`src/rtl/core/lse_pkg.sv`:
```
// shared types, constants and helpers for the legendre series evaluator
package lse_pkg;

   // term limit of the recurrence and default term capacity
   localparam int unsigned LSE_TERMS_LIMIT = 7;
   localparam int unsigned LSE_MAX_TERMS   = 7;

   // field widths
   localparam int unsigned X_W    = 16;  // sample, q1.15
   localparam int unsigned P_W    = 32;  // legendre value, q2.30
   localparam int unsigned COEF_W = 16;  // weight, q2.14
   localparam int unsigned SUM_W  = 32;  // result, q19.13
   localparam int unsigned CNT_W  = 3;   // term count
   localparam int unsigned IDX_W  = 3;   // csr register index
   localparam int unsigned ACC_W  = 56;  // series accumulator, q44

   // csr register indexes
   localparam logic [IDX_W-1:0] REG_TERM_COUNT = 3'd0;
   localparam logic [IDX_W-1:0] REG_COEF_0     = 3'd1;

   // fixed values
   localparam logic signed [P_W-1:0]   P0_ONE    = 32'sh4000_0000;  // 1.0 in q2.30
   localparam logic signed [SUM_W-1:0] SUM_ONE   = 32'sd8192;       // 1.0 in q13

   // item travelling down the pipeline
   typedef struct packed {
      logic [CNT_W-1:0]                  term_num;
      logic signed [X_W-1:0]             x;
      logic [LSE_TERMS_LIMIT-1:0][P_W-1:0] p;
   } lse_item_type;

   // reciprocal of k+1 scaled by 2^24, rounded
   function automatic logic [23:0] lse_recip(input int unsigned k1);
      logic [23:0] r;
      case (k1)
         2:       r = 24'd8388608;
         3:       r = 24'd5592405;
         4:       r = 24'd4194304;
         5:       r = 24'd3355443;
         6:       r = 24'd2796203;
         default: r = 24'd0;
      endcase
      return r;
   endfunction

endpackage

```
`src/rtl/core/lse_step.sv`:
```
// one bonnet recurrence step in three pipeline stages: p[k] -> p[k+1]
module lse_step
   import lse_pkg::*;
#(
   parameter int unsigned K = 1
) (
   input  logic         clock,
   input  logic         reset,
   input  logic         in_valid,
   output logic         in_ready,
   input  lse_item_type in_item,
   output logic         out_valid,
   input  logic         out_ready,
   output lse_item_type out_item
);

   localparam logic signed [19:0] ODD_F = 20'(2 * K + 1);
   localparam logic signed [37:0] K_F   = 38'(K);
   localparam logic signed [62:0] R_F   = 63'(lse_recip(K + 1));

   logic a_load, b_load, c_load;

   logic               a_valid_ff, a_valid_in;
   lse_item_type       a_item_ff, a_item_in;
   logic signed [51:0] a_prod_ff, a_prod_in;

   logic               b_valid_ff, b_valid_in;
   lse_item_type       b_item_ff, b_item_in;
   logic signed [37:0] b_num_ff, b_num_in;

   logic               c_valid_ff, c_valid_in;
   lse_item_type       c_item_ff, c_item_in;
   logic signed [62:0] c_prod_ff, c_prod_in;

   logic signed [19:0] odd_x;
   logic signed [51:0] a_rnd;
   logic signed [36:0] a_q;
   logic signed [62:0] c_rnd;

   // ready chain, back from the output
   always_comb begin
      c_load   = !c_valid_ff || out_ready;
      b_load   = !b_valid_ff || c_load;
      a_load   = !a_valid_ff || b_load;
      in_ready = a_load;
   end

   // stage a: (2k+1) * x * p[k]
   always_comb begin
      odd_x      = ODD_F * 20'(in_item.x);
      a_prod_in  = 52'(odd_x) * 52'($signed(in_item.p[K]));
      a_item_in  = in_item;
      a_valid_in = a_load ? in_valid : a_valid_ff;
   end

   // stage b: round off 15 bits, subtract k * p[k-1]
   always_comb begin
      a_rnd      = a_prod_ff + 52'sd16384;
      a_q        = 37'(a_rnd >>> 15);
      b_num_in   = 38'(a_q) - K_F * 38'($signed(a_item_ff.p[K-1]));
      b_item_in  = a_item_ff;
      b_valid_in = b_load ? a_valid_ff : b_valid_ff;
   end

   // stage c: times reciprocal of k+1
   always_comb begin
      c_prod_in  = 63'(b_num_ff) * R_F;
      c_item_in  = b_item_ff;
      c_valid_in = c_load ? b_valid_ff : c_valid_ff;
   end

   // round off 24 bits into p[k+1]
   always_comb begin
      c_rnd        = c_prod_ff + 63'sd8388608;
      out_item     = c_item_ff;
      out_item.p[K+1] = P_W'(c_rnd >>> 24);
      out_valid    = c_valid_ff;
   end

   always_ff @(posedge clock) begin
      if (reset) begin
         a_valid_ff <= 1'b0;
         b_valid_ff <= 1'b0;
         c_valid_ff <= 1'b0;
      end else begin
         a_valid_ff <= a_valid_in;
         b_valid_ff <= b_valid_in;
         c_valid_ff <= c_valid_in;
      end
   end

   always_ff @(posedge clock) begin
      if (a_load) begin
         a_item_ff <= a_item_in;
         a_prod_ff <= a_prod_in;
      end
      if (b_load) begin
         b_item_ff <= b_item_in;
         b_num_ff  <= b_num_in;
      end
      if (c_load) begin
         c_item_ff <= c_item_in;
         c_prod_ff <= c_prod_in;
      end
   end

endmodule

```
`config.mk`:
```
export PLATFORM = sky130hd
export DESIGN_NAME = lse_step
export DESIGN_NICKNAME = d
export VERILOG_FILES = /design/src/rtl/core/lse_pkg.sv /design/src/rtl/core/lse_step.sv
export SDC_FILE = /design/constraint.sdc
export NUM_CORES = 2
export LEC_CHECK = 0
export BUFFER_PORTS_ARGS = -buffer_cell sky130_fd_sc_hd__buf_2
export CAP_MARGIN = 20
export CELL_PAD_IN_SITES_DETAIL_PLACEMENT = 0
export CELL_PAD_IN_SITES_GLOBAL_PLACEMENT = 1
export CORE_MARGIN = 2
export CORE_UTILIZATION = 55
export CTS_BUF_LIST = sky130_fd_sc_hd__clkbuf_8
export DETAILED_ROUTE_END_ITERATION = 8
export MAX_ROUTING_LAYER = met4
export PLACE_DENSITY_LB_ADDON = 0.1
export SLEW_MARGIN = 20
export SYNTH_ARGS = -nofsm -noshare
export SYNTH_HDL_FRONTEND = slang
export SYNTH_SLANG_ARGS = --single-unit
export TNS_END_PERCENT = 20
```
`constraint.sdc`:
```
create_clock -name clock -period 25.7 [get_ports clock]
set_input_delay 2.57 -clock clock [delete_from_list [all_inputs] [get_ports clock]]
set_output_delay 2.57 -clock clock [all_outputs]
set_load 0.02 [all_outputs]
```
# [Yosys cells after proc, flatten, opt, wreduce, memory -nomap -nowiden]
# Index checks and enable logic that the tools add are counted.
# Widths: inputs -> output; s select.
[totals] register_bits=750 in_bits=247
[op_classes] addsub=3 n_reduce_logical=6 multipliers=2
[op_table] operator="$add 56x25->56 const B" n=1
[op_table] operator="$add 48x16->48 const B" n=1
[op_table] operator="$mul 19x32->48" n=1
[op_table] operator="$sub 33x32->33" n=1
[op_table] operator="$mul 3x16->19 const A" n=1
[op_table] operator="$logic_not 1->1" n=3
[op_table] operator="$logic_or 1x1->1" n=3

# [Depth between registers and ports, before layout]
[depth] word_depth=4 mapped_depth=36

# [Worst setup path after synthesis]
# No wires, ideal clock.
[synth_timing] kind="in2reg" start="input in_item[225] (netlist bit)" end="register a_prod_ff[41], data pin" required_ns=25.442 n_path_buf=1 stages=36 path_slack_ns=14.865 t_arrival_ns=10.577 path_cell_list="ha_1 ha_1 inv_1 fa_1 nor2b_4 o31a_1 o41ai_4 o21bai_1 a21o_1 a21oi_1 xnor2_1 clkbuf_1 nand2_1 fa_1 inv_1 fa_1 inv_1 fa_1 inv_1 fa_1 fa_1 inv_1 fa_1 fa_1 inv_1 ha_1 a21oi_1 a21boi_0 a311o_1 a2111oi_2 o31a_2 o21ai_4 a21oi_4 nand4b_1 a31oi_1 xnor2_1"
[synth_via] elab_chain_len=2
[synth_rtl] item="start: declaration" line="lse_step.sv:11" text="input lse_item_type in_item,"
[synth_rtl] item="$mul 3x16->19" line="lse_step.sv:50" text="odd_x = ODD_F * 20'(in_item.x);"
[synth_rtl] item="$mul 19x32->48" line="lse_step.sv:51" text="a_prod_in = 52'(odd_x) * 52'($signed(in_item.p[K]));"
[synth_rtl] item="named net a_prod_in[41]" line="lse_step.sv:25" text="logic signed [51:0] a_prod_ff, a_prod_in;"
[synth_rtl] item="end signal: assignment" line="lse_step.sv:95" text="a_prod_ff <= a_prod_in;"
[synth_rtl] item="end: declaration" line="lse_step.sv:25"
# The timed path passes the listed nets, and every way through them passes these cells.
# A chain may end at the register's enable or synchronous reset.

# [Final worst setup path]
[layout_timing] start="input in_item[224] (netlist bit)" end="register a_prod_ff[41], data pin"
# The elaborated chain is that of the path after synthesis.

==> results.py <==
metrics = {
    "floorplan": {
        "rows": 105,
        "initial_utilization_pct": 55.4,
        "die_h_um": 291,
        "coreArea_um2": 82000,
        "die_area_um2": 84900,
        "dieWidth_um": 291,
        "io-pin-count": 492,
    },
    "drt": {
        "ant_nets": 0,
        "dr_wl_met2_um": 52100,
        "viasPerCell": 5.30,
        "vias": 27000,
        "highest_layer": "met4",
        "avgRoutedWirePerCell_um": 20.7,
        "drt_iter0_drc": 1423,
        "dr_wl_met3_um": 8520,
        "wl_um": 106000,
        "met1_length_um": 42600,
        "drt_first_pass_iters": 8,
        "route.detailed.drc": 0,
    },
    "sta": {
        "setup_tns_ns": 0,
        "slew_viol_final": 0,
        "fin_crit_sh_pct": 46.2,
        "setup_viol": 0,
        "fmax_ghz": 0.0842,
        "finClkSkew_ns": 0.0461,
        "tightest_slew_ns": 1.06,
        "post-route-min-period_ns": 11.87,
        "rsz0062_at_grt": "no",
        "slew_headroom_pct": 29.6,
        "hold_violations": 0,
    },
    "logic_synthesis": {
        "async_flop_share_pct": 0,
        "yosys-top-cells-area": "edfxtp_1 (48%), fa_1 (25%), ha_1 (5.2%)",
        "synth_area_um2": 45400,
        "syn_inst": 3444,
        "synth_cell_types": 68,
        "ys_warn_count": 0,
        "synth.ff_latch_count": 736,
        "yosysSeqAreaShare_pct": 48.6,
        "synth_top_area_share_pct": 48.4,
        "postSynthAreaPerCell_um2": 13.2,
        "synthesis.nets": 4449,
        "ys.flop_type": "edfxtp_1",
        "synth_top_cell_by_area": "edfxtp_1",
        "synth_edf_count": 733,
    },
    "worst_setup_path": {
        "start_kind": "primary input",
        "crit_slowest_cell": "fa_1",
        "r2r_end": "b_num_ff[32]",
        "worstPathRequired_ns": 26.15,
        "regToRegStartpoint": "a_prod_ff[16]",
        "reg2regPathDepth": 15,
        "path_max_fanout": 33,
        "cp.arrival_ns": 12.32,
        "critPathCaptureType": "flip-flop",
        "slowest_delay_ns": 0.55,
        "cpMostUsedCell": "fa_1",
        "reg2reg_slack_ns": 21.52,
        "critical_path_class": "primary input to flip-flop",
    },
    "cts": {
        "clockBufferDepth": 3,
        "clk_transition_reported_paths_ns": 0.06,
        "insertion_delay_ns": 0.73,
        "post-cts-setup-buffer-count": 0,
        "cts_made_buffers": 110,
        "ctsResizeCount": 0,
        "cts_tree": "done",
        "clock-sinks": 736,
        "cts_root_buf": "clkbuf_8",
        "holdBufCountCts": 0,
        "cts_max_level": 3,
    },
    "flow_run": {
        "cap_violations": 0,
    },
    "global_route": {
        "grt_max_degree": 135,
        "antenna_found_initial": 7,
        "grt_pass1_vias": 29000,
        "gr-total-overflow": 0,
        "grt_use_total_pct": 26.2,
        "grt_pass1_wl_um": 164000,
    },
    "final_layout": {
        "drive_above_1_share_pct": 16.9,
        "nets": 4926,
        "final_cell_mix": "edfxtp_1 (733), inv_1 (646), fa_1 (567)",
        "finish.utilization_pct": 62.6,
        "final_area_um2": 51300,
        "final_common_cell": "edfxtp_1",
        "syn_to_final_growth_pct": 12.9,
    },
    "worst_hold_path": {
        "hp-start": "b_item_ff[2]",
        "holdPathStages": 0,
        "hold_class": "flip-flop to flip-flop",
        "hold_end": "out_item[2]",
    },
    "run_status": {
        "status": "finished, final reports clean",
    },
    "place": {
        "gp_congestion": 0.908,
        "portBuffers": 459,
        "dpl.hpwl_um": 75900,
        "dpl_cell_area_um2": 49000,
    },
}
sequential cells by signal (all words and copies together), names as in the netlist:
name,count
out_item,211
c_prod_ff,33
b_valid_ff,1
b_num_ff,33
b_item_ff,211
out_valid,1
a_item_ff,211
a_valid_ff,1
a_prod_ff,34
cell families after synthesis:
logic type	Yosys count	share of synthesized area [%]
AO/OA/AOI/OAI	205	3.15
XOR/XNOR	150	2.92
adder cells (fa/ha/maj)	758	30.3
buffers and inverters	737	6.11
flip-flops	736	48.6
multiplexers	1	0.0220
AND/OR/NAND/NOR	857	8.96
critical path: cells and delay by family:
kind,cells,cell delay (ns)
AOI/OAI and AO/OA,13,3.17
xor gates and xnor gates,1,0.10
adders and majority gates,11,4.61
buffers and inverters,7,1.04
and+or+nand+nor,4,0.80
routing by layer:
layer  global-route usage [%]  up-vias
li1                         -    12100
met1                     33.2    13800
met2                     43.0     1001
met3                     5.83      172
met4                     7.07        0
met5                        -        -
worst max path at each step:
stage | slack (ns) | cells after the start | start | end
after global placement | 13.30 | 36 | in_item[224] | a_prod_ff[47]
after global routing | 13.47 | 36 | in_item[224] | a_prod_ff[41]
final | 13.83 | 36 | in_item[224] | a_prod_ff[41]
after floorplan | 14.87 | 36 | in_item[225] | a_prod_ff[41]
after CTS | 13.90 | 36 | in_item[224] | a_prod_ff[41]
after detailed placement | 13.17 | 36 | in_item[224] | a_prod_ff[41]
cells in the mapped netlist, types with 36 or more instances:
library cell / count
and3_1: 42
ha_1: 190
nand3_1: 36
inv_1: 616
nor2_1: 90
a21oi_1: 56
fa_1: 568
and2_1: 121
xnor2_1: 108
nand2b_1: 41
a21o_1: 38
xor2_1: 41
nand2_1: 422
clkbuf_1: 118
nor2b_1: 36
edfxtp_1: 733
final cells by class:
cell class / count / area (um^2)
Inverter: 616 / 2330
Clock inverter: 95 / 726
Multi-Input combinational cell: 1971 / 20800
Timing Repair Buffer: 486 / 2500
Sequential cell: 736 / 22100
Antenna cell: 8 / 20.0
Tap cell: 1070 / 1340
Fill cell: 6320 / 30700
Clock buffer: 112 / 1540
through the flow:
step           setup slack, ns  hold slack, ns  cells
4_1_cts                  13.90           0.378   5086
3_3_place_gp             13.30           0.400   4879
5_1_grt                  13.47           0.375   5091
3_5_place_dp             13.17           0.405   4879
2_1_floorplan            14.87           0.400   3444
6_report                 13.83           0.387   5094
Power is left out: the tool's default activity adds up to more than one toggle a clock period on the data nets, which glitch-free logic cannot reach.
